**config.mk**
```make
export PLATFORM = sky130hd
export DESIGN_NAME = aligned_sequence_percent_identity
export DESIGN_NICKNAME = d
export VERILOG_FILES = /design/src/aspi_pkg.sv /design/src/aspi_div.sv /design/src/aligned_sequence_percent_identity.sv
export SDC_FILE = /design/constraint.sdc
export NUM_CORES = 1
export LEC_CHECK = 0
export BUFFER_PORTS_ARGS = -buffer_cell sky130_fd_sc_hd__buf_4
export CORE_ASPECT_RATIO = 0.75
export CORE_MARGIN = 5
export CORE_UTILIZATION = 65
export CTS_CLUSTER_SIZE = 12
export DETAILED_ROUTE_END_ITERATION = 12
export PLACE_DENSITY = 0.84
export SLEW_MARGIN = 5
export SYNTH_ARGS = -nofsm -noshare
export SYNTH_HDL_FRONTEND = slang
export SYNTH_SLANG_ARGS = --single-unit
export TNS_END_PERCENT = 30
```
**constraint.sdc**
```tcl
create_clock -name i_clk -period 7.9 [get_ports i_clk]
set_clock_uncertainty 0.2 [all_clocks]
set_input_delay 0.395 -clock i_clk [delete_from_list [all_inputs] [get_ports i_clk]]
set_output_delay 0.395 -clock i_clk [all_outputs]
set_load 0.03 [all_outputs]
```
**src/aspi_pkg.sv**
```systemverilog
// Package of the aligned-sequence percent identity block: word types,
// widths, register indexes and normalizer codes. Depends on nothing.
`default_nettype none

package aspi_pkg;

    localparam int MAX_COLUMNS = 4096;
    localparam int CNT_W       = 13;
    localparam int PCT_W       = 15;
    localparam int NUM_W       = 28;
    localparam int DEN_W       = 14;
    localparam int CFG_W       = 8;

    localparam logic [PCT_W-1:0] PCT_SCALE = 15'd25600;

    localparam logic [CNT_W-1:0] CNT_MAX = CNT_W'(MAX_COLUMNS);

    // Configuration register indexes.
    localparam logic REG_MODE = 1'b0;
    localparam logic REG_GAP  = 1'b1;

    // Normalizer selection codes.
    localparam logic [1:0] MODE_SHORTER   = 2'd0;
    localparam logic [1:0] MODE_MEAN      = 2'd1;
    localparam logic [1:0] MODE_PAIRS     = 2'd2;
    localparam logic [1:0] MODE_POSITIONS = 2'd3;

    localparam logic [1:0] MODE_RESET = MODE_MEAN;
    localparam logic [7:0] GAP_RESET  = 8'd45;

    typedef struct packed {
        logic [7:0] residue_a;
        logic [7:0] residue_b;
        logic       column_selected;
        logic       last_column;
    } t_in_word;

    typedef struct packed {
        logic [PCT_W-1:0] percent_identity;
        logic [CNT_W-1:0] match_count;
        logic             zero_normalizer;
    } t_out_word;

endpackage

`default_nettype wire

```
**src/aspi_div.sv**
```systemverilog
// Restoring divider, one quotient bit per cycle, for the identity block.
// Depends on aspi_pkg for the operand widths.
`default_nettype none

module aspi_div (
    input  wire                        i_clk,
    input  wire                        i_rst_n,
    input  wire                        i_start,
    input  wire [aspi_pkg::NUM_W-1:0]  i_num,
    input  wire [aspi_pkg::DEN_W-1:0]  i_den,
    output logic                       o_done,
    output logic [aspi_pkg::NUM_W-1:0] o_quot
);
    import aspi_pkg::*;

    localparam int STEP_W = $clog2(NUM_W);

    logic              r_busy;
    logic [STEP_W-1:0] r_step;
    logic [DEN_W-1:0]  r_den;
    logic [DEN_W-1:0]  r_rem;
    logic [NUM_W-1:0]  r_quot;
    logic              r_done;

    logic [DEN_W:0]    partial;
    logic              take;
    logic [DEN_W:0]    diff;

    // The dividend shifts out of the top of r_quot while quotient bits enter below.
    always_comb begin
        partial = {r_rem, r_quot[NUM_W-1]};
        take    = (partial >= {1'b0, r_den});
        diff    = partial - {1'b0, r_den};
    end

    always_ff @(posedge i_clk) begin
        if (!i_rst_n) begin
            r_busy <= 1'b0;
            r_step <= '0;
            r_done <= 1'b0;
        end else begin
            r_done <= 1'b0;
            if (i_start) begin
                r_busy <= 1'b1;
                r_step <= '0;
            end else if (r_busy) begin
                r_step <= r_step + 1'b1;
                if (r_step == STEP_W'(NUM_W - 1)) begin
                    r_busy <= 1'b0;
                    r_done <= 1'b1;
                end
            end
        end
    end

    always_ff @(posedge i_clk) begin
        if (i_start) begin
            r_den  <= i_den;
            r_rem  <= '0;
            r_quot <= i_num;
        end else if (r_busy) begin
            r_rem  <= take ? diff[DEN_W-1:0] : partial[DEN_W-1:0];
            r_quot <= {r_quot[NUM_W-2:0], take};
        end
    end

    assign o_done = r_done;
    assign o_quot = r_quot;

endmodule

`default_nettype wire

```
**src/aligned_sequence_percent_identity.sv**
```systemverilog
// A column without the last flag is counted in the cycle it is accepted. The last
// column leads to its result by way of forming the scaled match count and the
// normalizer, the bit-serial divider and the output register. Throughput: one
// column per cycle, none while operands are formed, the divider runs or a result waits.
// Reset (synchronous, active low) clears the counters, the sequencer and the output
// valid flag, and sets normalization_mode to mean length and gap_symbol to 45.
`default_nettype none

module aligned_sequence_percent_identity (
    input  wire                         i_clk,
    input  wire                         i_rst_n,
    input  wire                         i_cfg_we,
    input  wire                         i_cfg_index,
    input  wire [aspi_pkg::CFG_W-1:0]   i_cfg_data,
    input  wire                         i_in_valid,
    output logic                        o_in_ready,
    input  wire aspi_pkg::t_in_word     i_in_word,
    output logic                        o_out_valid,
    input  wire                         i_out_ready,
    output aspi_pkg::t_out_word         o_out_word
);
    import aspi_pkg::*;

    // Sequencer states: counting columns, forming operands, dividing, delivering.
    localparam logic [1:0] S_RUN  = 2'd0;
    localparam logic [1:0] S_MUL  = 2'd1;
    localparam logic [1:0] S_DIV  = 2'd2;
    localparam logic [1:0] S_DONE = 2'd3;

    logic [1:0]       r_state;
    logic [1:0]       n_state;

    logic [1:0]       r_mode;
    logic [7:0]       r_gap;

    logic [CNT_W-1:0] r_matches;
    logic [CNT_W-1:0] r_res_a;
    logic [CNT_W-1:0] r_res_b;
    logic [CNT_W-1:0] r_pairs;
    logic [CNT_W-1:0] r_positions;

    logic [CNT_W-1:0] r_match_hold;
    logic             r_zero;

    logic             r_out_valid;
    t_out_word        r_out_word;

    logic             in_take;
    logic             gap_a;
    logic             gap_b;
    logic             is_match;

    logic [NUM_W-1:0] product;
    logic [NUM_W-1:0] div_num;
    logic [DEN_W-1:0] div_den;
    logic             div_start;
    logic             div_done;
    logic [NUM_W-1:0] div_quot;
    logic [PCT_W-1:0] pct;
    logic             out_free;

    // Configuration registers. User writes only while the block is idle; not enforced.
    always_ff @(posedge i_clk) begin
        if (!i_rst_n) begin
            r_mode <= MODE_RESET;
            r_gap  <= GAP_RESET;
        end else if (i_cfg_we) begin
            unique case (i_cfg_index)
                REG_MODE: r_mode <= i_cfg_data[1:0];
                REG_GAP:  r_gap  <= i_cfg_data;
                default:  ;
            endcase
        end
    end

    // Column classification against the gap character.
    assign o_in_ready = (r_state == S_RUN);
    assign in_take    = i_in_valid && o_in_ready;
    assign gap_a      = (i_in_word.residue_a == r_gap);
    assign gap_b      = (i_in_word.residue_b == r_gap);
    assign is_match   = i_in_word.column_selected && !gap_a &&
                        (i_in_word.residue_a == i_in_word.residue_b);

    // The counters saturate at the largest supported alignment length. The last
    // column is counted like any other; the counters are cleared once the divider
    // operands have been taken from them.
    always_ff @(posedge i_clk) begin
        if (!i_rst_n || r_state == S_MUL) begin
            r_matches   <= '0;
            r_res_a     <= '0;
            r_res_b     <= '0;
            r_pairs     <= '0;
            r_positions <= '0;
        end else if (in_take) begin
            if (!gap_a && r_res_a < CNT_MAX) begin
                r_res_a <= r_res_a + 1'b1;
            end
            if (!gap_b && r_res_b < CNT_MAX) begin
                r_res_b <= r_res_b + 1'b1;
            end
            if (!(gap_a && gap_b) && r_positions < CNT_MAX) begin
                r_positions <= r_positions + 1'b1;
            end
            if (!gap_a && !gap_b && r_pairs < CNT_MAX) begin
                r_pairs <= r_pairs + 1'b1;
            end
            if (is_match && r_matches < CNT_MAX) begin
                r_matches <= r_matches + 1'b1;
            end
        end
    end

    // Operand formation. For the mean length the scale is doubled and the
    // divisor is the sum of both residue counts, which avoids a half step.
    always_comb begin
        product = NUM_W'(r_matches) * NUM_W'(PCT_SCALE);
        div_num = product;
        div_den = '0;
        unique case (r_mode)
            MODE_SHORTER: begin
                div_den = (r_res_a < r_res_b) ? DEN_W'(r_res_a) : DEN_W'(r_res_b);
            end
            MODE_MEAN: begin
                div_num = {product[NUM_W-2:0], 1'b0};
                div_den = DEN_W'(r_res_a) + DEN_W'(r_res_b);
            end
            MODE_PAIRS:     div_den = DEN_W'(r_pairs);
            MODE_POSITIONS: div_den = DEN_W'(r_positions);
            default:        div_den = '0;
        endcase
    end

    assign div_start = (r_state == S_MUL);

    aspi_div u_div (
        .i_clk   (i_clk),
        .i_rst_n (i_rst_n),
        .i_start (div_start),
        .i_num   (div_num),
        .i_den   (div_den),
        .o_done  (div_done),
        .o_quot  (div_quot)
    );

    // The match count and the zero flag are kept beside the divider.
    always_ff @(posedge i_clk) begin
        if (r_state == S_MUL) begin
            r_match_hold <= r_matches;
            r_zero       <= (div_den == '0);
        end
    end

    // Sequencer.
    assign out_free = !r_out_valid || i_out_ready;

    always_comb begin
        n_state = r_state;
        unique case (r_state)
            S_RUN:  if (in_take && i_in_word.last_column) n_state = S_MUL;
            S_MUL:  n_state = S_DIV;
            S_DIV:  if (div_done) n_state = S_DONE;
            S_DONE: if (out_free) n_state = S_RUN;
            default: n_state = S_RUN;
        endcase
    end

    always_ff @(posedge i_clk) begin
        if (!i_rst_n) begin
            r_state <= S_RUN;
        end else begin
            r_state <= n_state;
        end
    end

    // The quotient is capped at one hundred percent; a zero normalizer gives zero.
    always_comb begin
        if (r_zero) begin
            pct = '0;
        end else if (div_quot > NUM_W'(PCT_SCALE)) begin
            pct = PCT_SCALE;
        end else begin
            pct = div_quot[PCT_W-1:0];
        end
    end

    // Output register. A new column may be accepted while this word waits.
    always_ff @(posedge i_clk) begin
        if (!i_rst_n) begin
            r_out_valid <= 1'b0;
        end else if (r_state == S_DONE && out_free) begin
            r_out_valid <= 1'b1;
        end else if (i_out_ready) begin
            r_out_valid <= 1'b0;
        end
    end

    always_ff @(posedge i_clk) begin
        if (r_state == S_DONE && out_free) begin
            r_out_word.percent_identity <= pct;
            r_out_word.match_count      <= r_match_hold;
            r_out_word.zero_normalizer  <= r_zero;
        end
    end

    assign o_out_valid = r_out_valid;
    assign o_out_word  = r_out_word;

endmodule

`default_nettype wire

```
## Yosys cells after proc, flatten, opt, wreduce, memory -nomap -nowiden

Index checks and enable logic that the tools add are counted.

- Register bits after elaboration: 184
- Bits of input ports: 32
- Word-level logic and storage cells: 106

- Add/sub/neg operators: 8
- Multiply operators: 1
- $lt $le $gt $ge: 8
- Equal/unequal tests: 13
- Mux-type cells: 17
- Bitwise gates (word level): 3
- Reductions and logical operators: 35

Operators with widths:

| kind | count |
|---|---|
| 28-bit 2-to-1 mux | 3 |
| 13-bit by 1-bit adder with 13-bit output (second input constant) | 5 |
| 13-bit < comparator (second input constant) | 5 |
| 14-bit one-hot mux with 4 select lines | 1 |
| 28-bit by 15-bit greater-than comparator with 1-bit output (second input constant) | 1 |
| 8-bit equality test | 3 |
| 13-bit by 5-bit multiplier with 18-bit output (second input constant) | 1 |
| 15-bit by 14-bit greater-or-equal comparator with 1-bit output | 1 |
| 15-bit 2-to-1 mux | 1 |
| 13-bit by 13-bit adder with 14-bit output | 1 |
| 14-bit logical NOT | 1 |
| 14-bit 2-to-1 mux | 1 |
| 2-bit AND reduction | 7 |
| 14-bit subtractor | 1 |
| 13-bit < comparator | 1 |
| 13-bit 2-to-1 mux | 1 |
| 1-bit logical AND | 12 |
| 2-bit equality test (second input constant) | 4 |
| 2-bit one-hot mux with 4 select lines | 1 |
| 1-bit 2-to-1 mux | 6 |
| 2-bit 2-to-1 mux | 3 |
| 5-bit by 1-bit adder with 5-bit output (second input constant) | 1 |
| 5-bit equality test (second input constant) | 1 |
| 1-bit logical NOT | 5 |
| other kinds (10) | 18 |

## Longest topological paths before layout

Gate-level depths: netlist of the first run.

- Depth after elaboration: 6
- Gate-level depth with buffers: 14

## Hierarchy

Synthesis of the first run repeated with hierarchy kept, for this count alone.

- Cells, all modules: 1144
- Area total of the unflattened synthesis: 11093.1 µm²

Modules (own cells, without submodules):

| module | times used | cells each | area an instance (µm²) | seq. area each (µm²) |
|---|---|---|---|---|
| aligned_sequence_percent_identity | 1 | 841 | 7678.6 | 2852.7 |
| aspi_div | 1 | 303 | 3414.5 | 1681.6 |

## Worst setup path after synthesis of the first run

Ideal clock, no wire load.

- Path type: register to register
- From: reg r_res_b[8]
- To: reg r_zero (data pin)
- Arrival time: 3.212 ns
- Path slack: 4.318 ns
- Cell stages (with the launch flop): 12
- Buffers on the path: 0
- Clock period less this slack: 3.582 ns
- Path through: dfxtp_1 -> inv_1 -> ha_1 -> nand3_2 -> o211ai_1 -> nor3_1 -> a21oi_4 -> a21oi_4 -> mux2_4 -> mux4_2 -> or4_1 -> nor4_2

- Word-level cells in the longest chain between the ends: 4
- Elaborated cells on any way between the ends: 5

Ends and longest elaborated chain:

| what | RTL line | text |
|---|---|---|
| start: declaration | aligned_sequence_percent_identity.sv:38 | `logic [CNT_W-1:0] r_res_b;` |
| start signal: assignment | aligned_sequence_percent_identity.sv:99 | `r_res_b <= r_res_b + 1'b1;` |
| 13-bit < comparator | aligned_sequence_percent_identity.sv:121 | `div_den = (r_res_a < r_res_b) ? DEN_W'(r_res_a) : DEN_W'(r_res_b);` |
| 13-bit 2-to-1 mux | aligned_sequence_percent_identity.sv:121 |  |
| 14-bit one-hot mux with 4 select lines (*) | aligned_sequence_percent_identity.sv:119 | `unique case (r_mode)` |
| named net div_den[8] | aligned_sequence_percent_identity.sv:55 | `logic [DEN_W-1:0] div_den;` |
| 14-bit logical NOT (*) | aligned_sequence_percent_identity.sv:149 | `r_zero <= (div_den == '0);` |
| end signal: assignment | aligned_sequence_percent_identity.sv:149 |  |
| end: declaration | aligned_sequence_percent_identity.sv:43 | `logic r_zero;` |

The timed path passes the listed nets; every way through them passes the cells marked *.
A chain may end at the register's enable or synchronous reset.

## Final worst setup path of the first run

- From: reg r_res_a[9]
- To: reg r_zero (data pin)

- Word-level cells in the longest chain between the ends: 4
- Elaborated cells on any way between the ends: 5

Ends and longest elaborated chain:

| what | RTL line | text |
|---|---|---|
| start: declaration | aligned_sequence_percent_identity.sv:37 | `logic [CNT_W-1:0] r_res_a;` |
| start signal: assignment | aligned_sequence_percent_identity.sv:96 | `r_res_a <= r_res_a + 1'b1;` |
| 13-bit < comparator | aligned_sequence_percent_identity.sv:121 |  |
| 13-bit 2-to-1 mux | aligned_sequence_percent_identity.sv:121 |  |
| 14-bit one-hot mux with 4 select lines | aligned_sequence_percent_identity.sv:119 |  |
| named net div_den[4] | aligned_sequence_percent_identity.sv:55 |  |
| 14-bit logical NOT | aligned_sequence_percent_identity.sv:149 |  |

The timed path passes the listed nets, and every way through them passes these cells.

==> impl_metrics.env, run 1 <==
export IMPL_critPathBufInv=0
export IMPL_ir_worst_vdd_mv=0.148
export IMPL_synth_distinct_cells=72
export IMPL_cts_root_buf="clkbuf_16"
export IMPL_startpoint_type="flop"
export IMPL_setup_violations_final=0
export IMPL_overflow=0
export IMPL_cts_made_buffers=17
export IMPL_cp_top_family="simple AND/OR/NAND/NOR gates"
export IMPL_path_cells="ha_1 -> a21oi_1 -> o211ai_1 -> nor3_1 -> a21oi_4 -> a21oi_4 -> mux2_1 -> mux4_2 -> or3_1 -> nor4_2"
export IMPL_clk_pin_slew_ns=0.07
export IMPL_die_area_um2=19500
export IMPL_final_common_cell="nor2_1"
export IMPL_gp_congestion=1.00
export IMPL_via_per_inst=6.02
export IMPL_dp_final_hpwl_mm=18.6
export IMPL_clock_sinks=184
export IMPL_synth_ff_type="dfxtp_1"
export IMPL_min_period_ns=4.18
export IMPL_maxSlewViolCount=0
export IMPL_crit_top_cell="a21oi_4"
export IMPL_powerDensity_nw_per_um2=287
export IMPL_cp_data_required_time_ns=7.96
export IMPL_insertedDiodeCount=0
export IMPL_grt_usage_pct=27.0
export IMPL_grt_max_degree=81
export IMPL_yosys_warnings=0
export IMPL_first_pass_iters=7
export IMPL_rsz0062_at_grt="false"
export IMPL_cts_hold_buf=9
export IMPL_fin_tns_setup_ns=0
export IMPL_synth_edf_count=85
export IMPL_grt_pass1_wl_mm=42.6
export IMPL_synth_area_per_cell_um2=9.39
export IMPL_run_status="finished, final reports clean"
export IMPL_die_w_um=159
export IMPL_cp_data_arrival_time_ns=4.24
export IMPL_cp_max_fo=8
export IMPL_final_nets=1353
export IMPL_place_area_um2=11500
export IMPL_area_delta_synth_final_pct=12.5
export IMPL_antenna_found_initial=0
export IMPL_yosysTopAreaCell="edfxtp_1"
export IMPL_cpPeakStageDelay_ns=0.59
export IMPL_synthArstFlopShare_pct=0
export IMPL_period_share_pct=52.9
export IMPL_drc_errors=0
export IMPL_ys_ff_latch=184
export IMPL_slew_headroom_pct=34.1
export IMPL_yosys_area_top_type_share_pct=23.5
export IMPL_cap_violations=0
export IMPL_antenna_left=0
export IMPL_clk_insertion_delay_late_ns=0.44
export IMPL_syn_area_um2=10900
export IMPL_pin_count=63
export IMPL_path_class="reg2reg"
export IMPL_fp_coreArea_um2=16600
export IMPL_worstSetupEndpointType="flop"
export IMPL_detail_route_iter0_violations=960
export IMPL_syn_inst=1159
export IMPL_wl_mm=25.7
export IMPL_synth_seq_area_share_pct=41.7
export IMPL_max_slew_worst_pin_slew_ns=0.981
export IMPL_vias=8709
export IMPL_first_global_vias=8433
export IMPL_cts_buffer_depth=2
export IMPL_drive_gt1_share_pct=10.1
export IMPL_cts_resized=0
export IMPL_io_buffers=62
export IMPL_crit_slowest_cell="nor3_1"
export IMPL_hold_viol=0
export IMPL_post_cts_buffers=0
export IMPL_dieHeight_um=122
export IMPL_wl_per_cell_um=17.8
export IMPL_final_cell_mix="171 x nor2_1, 99 x dfxtp_1, 92 x inv_1"
export IMPL_cts_tree="done"
export IMPL_finalInstanceArea_um2=12200
export IMPL_hold_class="in2reg"
export IMPL_synth_fp_nets=1293
export IMPL_power_leakage_nw=5.14
export IMPL_synthTopCellsByArea="edfxtp_1 23%, dfxtp_1 18%, ha_1 11%, nor2_1 5.9%, xnor2_1 4.5%"
export IMPL_htreeDepth=4
export IMPL_fmax_mhz=239
export IMPL_initial_core_util_pct=65.5
export IMPL_fp_row_count=41
-- state kept, by name (all words and copies together), names as in the netlist, 13 cells and up --
name,count
u_div.o_quot,28
u_div.r_rem,14
r_match_hold,13
r_matches,13
o_out_word,29
r_positions,13
r_res_b,13
r_res_a,13
r_pairs,13
u_div.r_den,14
-- worst min-delay path, cell delays in order --
cell and delay [ns]:
buf_4 0.11, nand2_1 0.05, a21oi_1 0.05
-- cell usage after synthesis, types with 5 or more instances --
master,instances
a2111oi_0,6
a211oi_1,15
a21o_1,7
a21oi_1,56
a31oi_1,16
and2_1,18
and3_1,13
clkbuf_1,32
dfxtp_1,99
edfxtp_1,85
fa_1,10
ha_1,92
inv_1,92
mux2_1,5
mux2i_1,12
mux4_2,7
nand2_1,85
nand3_1,26
nand4_1,20
nor2_1,171
nor2b_1,22
nor3_1,26
nor4_1,10
o21a_1,8
o21ai_0,13
o21ai_1,16
o21bai_1,6
o31ai_1,5
or3_1,14
xnor2_1,56
xor2_1,50
-- power breakdown --
part	internal (mW)	switching, mW	total, mW	leakage (nW)
sequential	1.29	0.151	1.44	1.62
clock	0.482	0.397	0.880	0.300
combinational	0.465	0.732	1.20	3.22
-- cell families after synthesis --
group / after synthesis / share of synthesized area [%]
xor+xnor: 106 / 8.53
flops: 184 / 41.7
simple gates: 427 / 18.3
fa+ha+maj: 102 / 12.4
compound gates: 184 / 11.2
mux: 26 / 3.31
buf+inv: 130 / 4.50
-- area by class of cell --
class / instances / area, um^2
clock inverters: 14 / 183
repair buffers: 77 / 601
fillers: 1144 / 4380
multi-input cells: 845 / 5880
flip-flops and latches: 184 / 4530
well taps: 215 / 269
inverters: 94 / 353
clock buffers: 18 / 429
-- layer usage --
metal,up-vias,global-route usage (%),part of all wire (%)
met5,-,0,0
met2,406,41.8,44
met4,0,7.67,1.5
li1,4163,-,-
met3,40,7.20,9.8
met1,4100,37.8,45
-- per-stage QoR --
step | setup slack [ns] | power, mW | util, % | hold WS [ns] | cells
3_5_place_dp | 3.84 | 2.62 | 69.5 | 0.205 | 1406
3_3_place_gp | 4.04 | 2.57 | 69.5 | 0.202 | 1406
5_1_grt | 3.58 | 3.73 | 73.7 | 0.0272 | 1447
6_report | 3.72 | 3.52 | 73.7 | 0.0134 | 1447
4_1_cts | 3.82 | 3.51 | 73.7 | 0.000294 | 1447
2_1_floorplan | 4.32 | 2.30 | - | 0.200 | 1159
-- final timing paths --
| check | start | to | depth (start not counted) | slack [ns] |
|---|---|---|---|---|
| worst max-delay path | r_res_a[9]$_SDFFE_PP0P_ | r_zero$_DFFE_PP_ | 10 | 3.72 |
| worst min-delay path | i_cfg_data[7] | r_gap[7]$_SDFFE_PN0P_ | 3 | 0.01 |
| worst max register to register | r_res_a[9]$_SDFFE_PP0P_ | r_zero$_DFFE_PP_ | 10 | 3.72 |
| worst min register to register | r_match_hold[2]$_DFFE_PP_ | o_out_word[3]$_DFFE_PP_ | 0 | 0.22 |
Power figures use the tool's default switching activity.
==> run 2: changes to the inputs <==
--- a/config.mk
+++ b/config.mk
@@ -8,10 +8,10 @@
 export BUFFER_PORTS_ARGS = -buffer_cell sky130_fd_sc_hd__buf_4
 export CORE_ASPECT_RATIO = 0.75
 export CORE_MARGIN = 5
-export CORE_UTILIZATION = 65
+export CORE_UTILIZATION = 62
 export CTS_CLUSTER_SIZE = 12
 export DETAILED_ROUTE_END_ITERATION = 12
-export PLACE_DENSITY = 0.84
+export PLACE_DENSITY = 0.81
 export SLEW_MARGIN = 5
 export SYNTH_ARGS = -nofsm -noshare
 export SYNTH_HDL_FRONTEND = slang
==> constraint.sdc (replaced) <==
create_clock -name i_clk -period 4.3 [get_ports i_clk]
set_clock_uncertainty 0.2 [all_clocks]
set_input_delay 0.215 -clock i_clk [delete_from_list [all_inputs] [get_ports i_clk]]
set_output_delay 0.215 -clock i_clk [all_outputs]
set_load 0.03 [all_outputs]
==> run 2 against run 1 <==
Compared with the run above:
- cell count is 2.6% higher
- clock power is 70% higher
- combinational power is 82% higher
- utilization is 3.0 points lower
- sequential share of layout area is 0.24 points lower
- critical path type unchanged
- critical endpoint unchanged
- largest cell class unchanged
==> impl_metrics.env, run 2 (synthesis results as in run 1) <==
export IMPL_final_nets=1364
export IMPL_first_pass_iters=6
export IMPL_final_util_pct=70.7
export IMPL_place_area_um2=11600
export IMPL_pre_cts_slack_ns=0.294
export IMPL_cap_violations=0
export IMPL_cts_root_buf="clkbuf_16"
export IMPL_die_area_um2=20300
export IMPL_wl_per_cell_um=16.5
export IMPL_clk_insertion_delay_late_ns=0.44
export IMPL_hold_viol=0
export IMPL_drive_gt1_share_pct=10.3
export IMPL_setup_slack_ns=0.374
export IMPL_critPathBufInv=0
export IMPL_overflow=0
export IMPL_power_leakage_nw=5.15
export IMPL_cts_buffer_depth=2
export IMPL_place_inst=1437
export IMPL_ir_worst_vdd_mv=0.260
export IMPL_initial_core_util_pct=62.4
export IMPL_die_w_um=163
export IMPL_post_cts_buffers=0
export IMPL_drc_errors=0
export IMPL_clk_pin_slew_ns=0.07
export IMPL_crit_slowest_cell="dfxtp_1"
export IMPL_path_class="reg2reg"
export IMPL_final_cell_mix="171 x nor2_1, 99 x dfxtp_1, 92 x inv_1"
export IMPL_fmax_mhz=255
export IMPL_gp_congestion=0.934
export IMPL_area_delta_synth_final_pct=13.3
export IMPL_vias=8576
export IMPL_cp_data_arrival_time_ns=3.99
export IMPL_detail_route_iter0_violations=870
export IMPL_cp_data_required_time_ns=4.36
export IMPL_grt_pass1_wl_mm=40.4
export IMPL_crit_top_cell="a21oi_4"
export IMPL_cts_tree="done"
export IMPL_antenna_left=0
export IMPL_powerDensity_nw_per_um2=512
export IMPL_maxSlewViolCount=0
export IMPL_io_buffers=62
export IMPL_hold_class="in2reg"
export IMPL_setup_violations_final=0
export IMPL_fp_row_count=42
export IMPL_cp_top_family="simple AND/OR/NAND/NOR gates"
export IMPL_dp_final_hpwl_mm=18.1
export IMPL_insertedDiodeCount=0
export IMPL_min_period_ns=3.93
export IMPL_first_global_vias=8067
export IMPL_cp_max_fo=8
export IMPL_cpPeakStageDelay_ns=0.51
export IMPL_layout_cells_non_filler=1485
export IMPL_via_per_inst=5.78
export IMPL_cts_made_buffers=17
export IMPL_reg2reg_slack_ns=0.37
export IMPL_largest_reg_flops=29
export IMPL_path_cells="ha_1 -> a21oi_1 -> o211ai_1 -> nor3_2 -> a21oi_4 -> a21oi_4 -> mux2_1 -> mux4_2 -> or3_1 -> nor4_2"
export IMPL_antenna_found_initial=0
export IMPL_pin_count=63
export IMPL_max_slew_worst_pin_slew_ns=0.968
export IMPL_htreeDepth=4
export IMPL_slew_headroom_pct=35.5
export IMPL_worstSetupEndpointType="flop"
export IMPL_grt_max_degree=74
export IMPL_run_status="finished, final reports clean"
export IMPL_grt_usage_pct=24.5
export IMPL_period_share_pct=91.3
export IMPL_startpoint_type="flop"
export IMPL_rsz0062_at_grt="false"
export IMPL_holdWs_ns=0.0739
export IMPL_clock_sinks=184
export IMPL_wl_mm=24.5
export IMPL_finalInstanceArea_um2=12300
export IMPL_dieHeight_um=125
export IMPL_total_power_mw=6.32
export IMPL_final_common_cell="nor2_1"
export IMPL_fp_coreArea_um2=17400
export IMPL_fin_tns_setup_ns=0
[run 2: cell types whose count changed in the layout (fill, tap and decap cells not counted), moves of 3 or more]
cell           previous run  this run
dlygate4sd3_1             9        16
buf_4                    68        72
clkinv_4                  4         1
clkinvlp_4                0         3
inv_8                     4         1
[run 2: repair_timing]
action | 4_1_cts | 5_1_grt
hold buffers | 16 | 0
setup endpoints to repair | 0 | 1
gates resized for setup | 0 | 1
endpoints found under the hold margin | 11 | 0
[run 2: layout make-up]
type / count / area, um^2
Clock buffer: 20 / 437
Clock inverter: 12 / 118
Fill cell: 1313 / 5120
Inverter: 94 / 353
Multi-Input combinational cell: 845 / 5880
Sequential cell: 184 / 4530
Tap cell: 242 / 303
Timing Repair Buffer: 88 / 701
[run 2: worst register-to-register path, delay by kind of cell (launching register included)]
| kind | cells | cell delay, ns |
|---|---|---|
| AOI/OAI and AO/OA | 4 | 0.80 |
| adders and majority gates | 1 | 0.36 |
| DFF | 1 | 0.51 |
| muxes | 2 | 0.83 |
| and+or+nand+nor | 3 | 1.06 |
[run 2: power breakdown]
part / internal [mW] / total [mW] / switching [mW] / leakage (nW)
combinational: 0.861 / 2.18 / 1.32 / 3.26
sequential: 2.37 / 2.63 / 0.267 / 1.62
clock: 0.808 / 1.50 / 0.696 / 0.264
[run 2: worst paths after layout]
kind	startpoint	end	cells past startpoint
min reg2reg	r_match_hold[4]$_DFFE_PP_	o_out_word[5]$_DFFE_PP_	0
max reg2reg	r_res_a[9]$_SDFFE_PP0P_	r_zero$_DFFE_PP_	10
min	i_in_valid	r_state[0]$_SDFFE_PN0P_	5
max	r_res_a[9]$_SDFFE_PP0P_	r_zero$_DFFE_PP_	10
[run 2: metal layers]
| layer | vias up | global-route usage (%) | routed length, um |
|---|---|---|---|
| met5 | - | 0 | 0 |
| met4 | 0 | 6.61 | 399 |
| met3 | 34 | 5.16 | 1830 |
| met2 | 319 | 35.3 | 10400 |
| met1 | 4051 | 37.3 | 11900 |
| li1 | 4172 | - | - |
==> run 3: changes to the inputs <==
--- a/config.mk
+++ b/config.mk
@@ -11,7 +11,7 @@
 export CORE_UTILIZATION = 62
 export CTS_CLUSTER_SIZE = 12
 export DETAILED_ROUTE_END_ITERATION = 12
-export PLACE_DENSITY = 0.81
+export PLACE_DENSITY = 0.77
 export SLEW_MARGIN = 5
 export SYNTH_ARGS = -nofsm -noshare
 export SYNTH_HDL_FRONTEND = slang
==> run 3 against run 2 <==
Compared with the run above:
- hold slack better by 0.0024 ns
- worst setup slack worse by 0.089 ns
- clock power up 7%
- flip-flop and latch count unchanged
- sequential power about the same
- routed wire length up 1.3%
- register-to-register slack worse by 0.09 ns
- combinational power up 2%
- cell count about the same
- total power up 2.2%
- sequential share of layout area down 0.12 points
==> impl_metrics.env, run 3 (synthesis results as in run 1) <==
export IMPL_run_status="finished, final reports clean"
export IMPL_clk_pin_slew_ns=0.07
export IMPL_cpPeakStageDelay_ns=0.54
export IMPL_crit_slowest_cell="or4_1"
export IMPL_htreeDepth=4
export IMPL_grt_pass1_wl_mm=41.1
export IMPL_ir_worst_vdd_mv=0.351
export IMPL_vias=8542
export IMPL_area_delta_synth_final_pct=13.6
export IMPL_final_cell_mix="171 x nor2_1, 99 x dfxtp_1, 92 x inv_1"
export IMPL_grt_max_degree=85
export IMPL_cp_max_fo=6
export IMPL_maxSlewViolCount=0
export IMPL_fmax_mhz=249
export IMPL_cts_made_buffers=17
export IMPL_cts_root_buf="clkbuf_16"
export IMPL_power_leakage_nw=5.18
export IMPL_clk_insertion_delay_late_ns=0.44
export IMPL_via_per_inst=5.76
export IMPL_final_nets=1363
export IMPL_worstSetupEndpointType="flop"
export IMPL_grt_usage_pct=24.9
export IMPL_place_area_um2=11600
export IMPL_insertedDiodeCount=0
export IMPL_max_slew_worst_pin_slew_ns=1.00
export IMPL_die_w_um=163
export IMPL_path_class="reg2reg"
export IMPL_startpoint_type="flop"
export IMPL_wl_mm=24.9
export IMPL_cap_violations=0
export IMPL_initial_core_util_pct=62.4
export IMPL_wl_met3_mm=1.76
export IMPL_cts_tree="done"
export IMPL_slew_headroom_pct=33.1
export IMPL_finalInstanceArea_um2=12400
export IMPL_pin_count=63
export IMPL_die_area_um2=20300
export IMPL_cp_data_required_time_ns=4.37
export IMPL_cp_data_arrival_time_ns=4.08
export IMPL_powerDensity_nw_per_um2=522
export IMPL_hold_viol=0
export IMPL_dieHeight_um=125
export IMPL_fp_row_count=42
export IMPL_dp_final_hpwl_mm=18.2
export IMPL_overflow=0
export IMPL_first_global_vias=8194
export IMPL_fin_tns_setup_ns=0
export IMPL_drc_errors=0
export IMPL_cts_buffer_depth=2
export IMPL_setup_violations_final=0
export IMPL_path_cells="inv_1 -> fa_1 -> or2_0 -> a221oi_1 -> o211ai_1 -> a31oi_1 -> xor2_1 -> a21oi_1 -> a31o_1 -> or4_1 -> nor4_2"
export IMPL_antenna_left=0
export IMPL_drive_gt1_share_pct=10.5
export IMPL_wl_met1_mm=12.3
export IMPL_min_period_ns=4.01
export IMPL_first_pass_iters=5
export IMPL_rsz0062_at_grt="false"
export IMPL_hold_class="in2reg"
export IMPL_clock_sinks=184
export IMPL_largest_reg_flops=29
export IMPL_wl_per_cell_um=16.8
export IMPL_period_share_pct=93.4
export IMPL_highest_layer="met4"
export IMPL_io_buffers=62
export IMPL_wl_met2_mm=10.6
export IMPL_gp_congestion=0.932
export IMPL_fp_coreArea_um2=17400
export IMPL_final_common_cell="nor2_1"
export IMPL_detail_route_iter0_violations=812
export IMPL_antenna_found_initial=0
-- run 3: what timing repair did --
action / CTS / global route
hold buffers: 15 / 0
resized for setup: 0 / 1
setup buffers: 0 / 0
endpoints found under the setup margin: 0 / 1
hold endpoints to repair: 11 / 0
-- run 3: critical path: cells and delay by family, from the launching register on --
kind                     cells  cell delay, ns
flip-flops                   1            0.51
AO/OA/AOI/OAI                5            1.35
buffers and inverters        1            0.16
XOR/XNOR                     1            0.22
AND/OR/NAND/NOR              3            0.90
adder cells (fa/ha/maj)      1            0.49
-- run 3: per-layer routing --
metal	vias up	track usage, %
li1	4187	-
met1	4056	38.7
met2	277	36.3
met3	22	4.76
met4	0	5.13
met5	-	0
-- run 3: metrics by stage --
stage	worst slack (ns)	std cells	total power, mW	utilization, %	hold slack (ns)
final	0.285	1484	6.46	70.9	0.0763
after global routing	0.0229	1484	6.86	70.9	0.123
after CTS	0.214	1484	6.46	70.8	0.0691
after detailed placement	0.256	1437	4.85	66.5	0.205
after global placement	0.481	1437	4.78	66.5	0.206
after floorplan	0.718	1159	4.23	-	0.0769
-- run 3: power breakdown --
group	internal (mW)	switching, mW
logic	0.872	1.35
clock network	0.836	0.763
registers	2.37	0.263
total	4.07	2.38
-- run 3: final timing paths --
check | from | to | slack (ns) | depth (start not counted)
setup reg to reg | r_res_a[1]$_SDFFE_PP0P_ | r_zero$_DFFE_PP_ | 0.29 | 11
hold / removal | i_cfg_we | r_gap[4]$_SDFFE_PN0P_ | 0.08 | 4
setup / recovery | r_res_a[1]$_SDFFE_PP0P_ | r_zero$_DFFE_PP_ | 0.29 | 11
hold reg to reg | r_match_hold[0]$_DFFE_PP_ | o_out_word[1]$_DFFE_PP_ | 0.22 | 0
-- run 3: final cells by class --
class | count | area, um^2
multi-input combinational | 845 | 5880
fill | 1289 | 5080
sequential | 184 | 4530
clock buffer | 17 | 425
tap | 242 | 303
timing repair buffer | 87 | 691
clock inverter | 15 | 178
inverter | 94 | 353
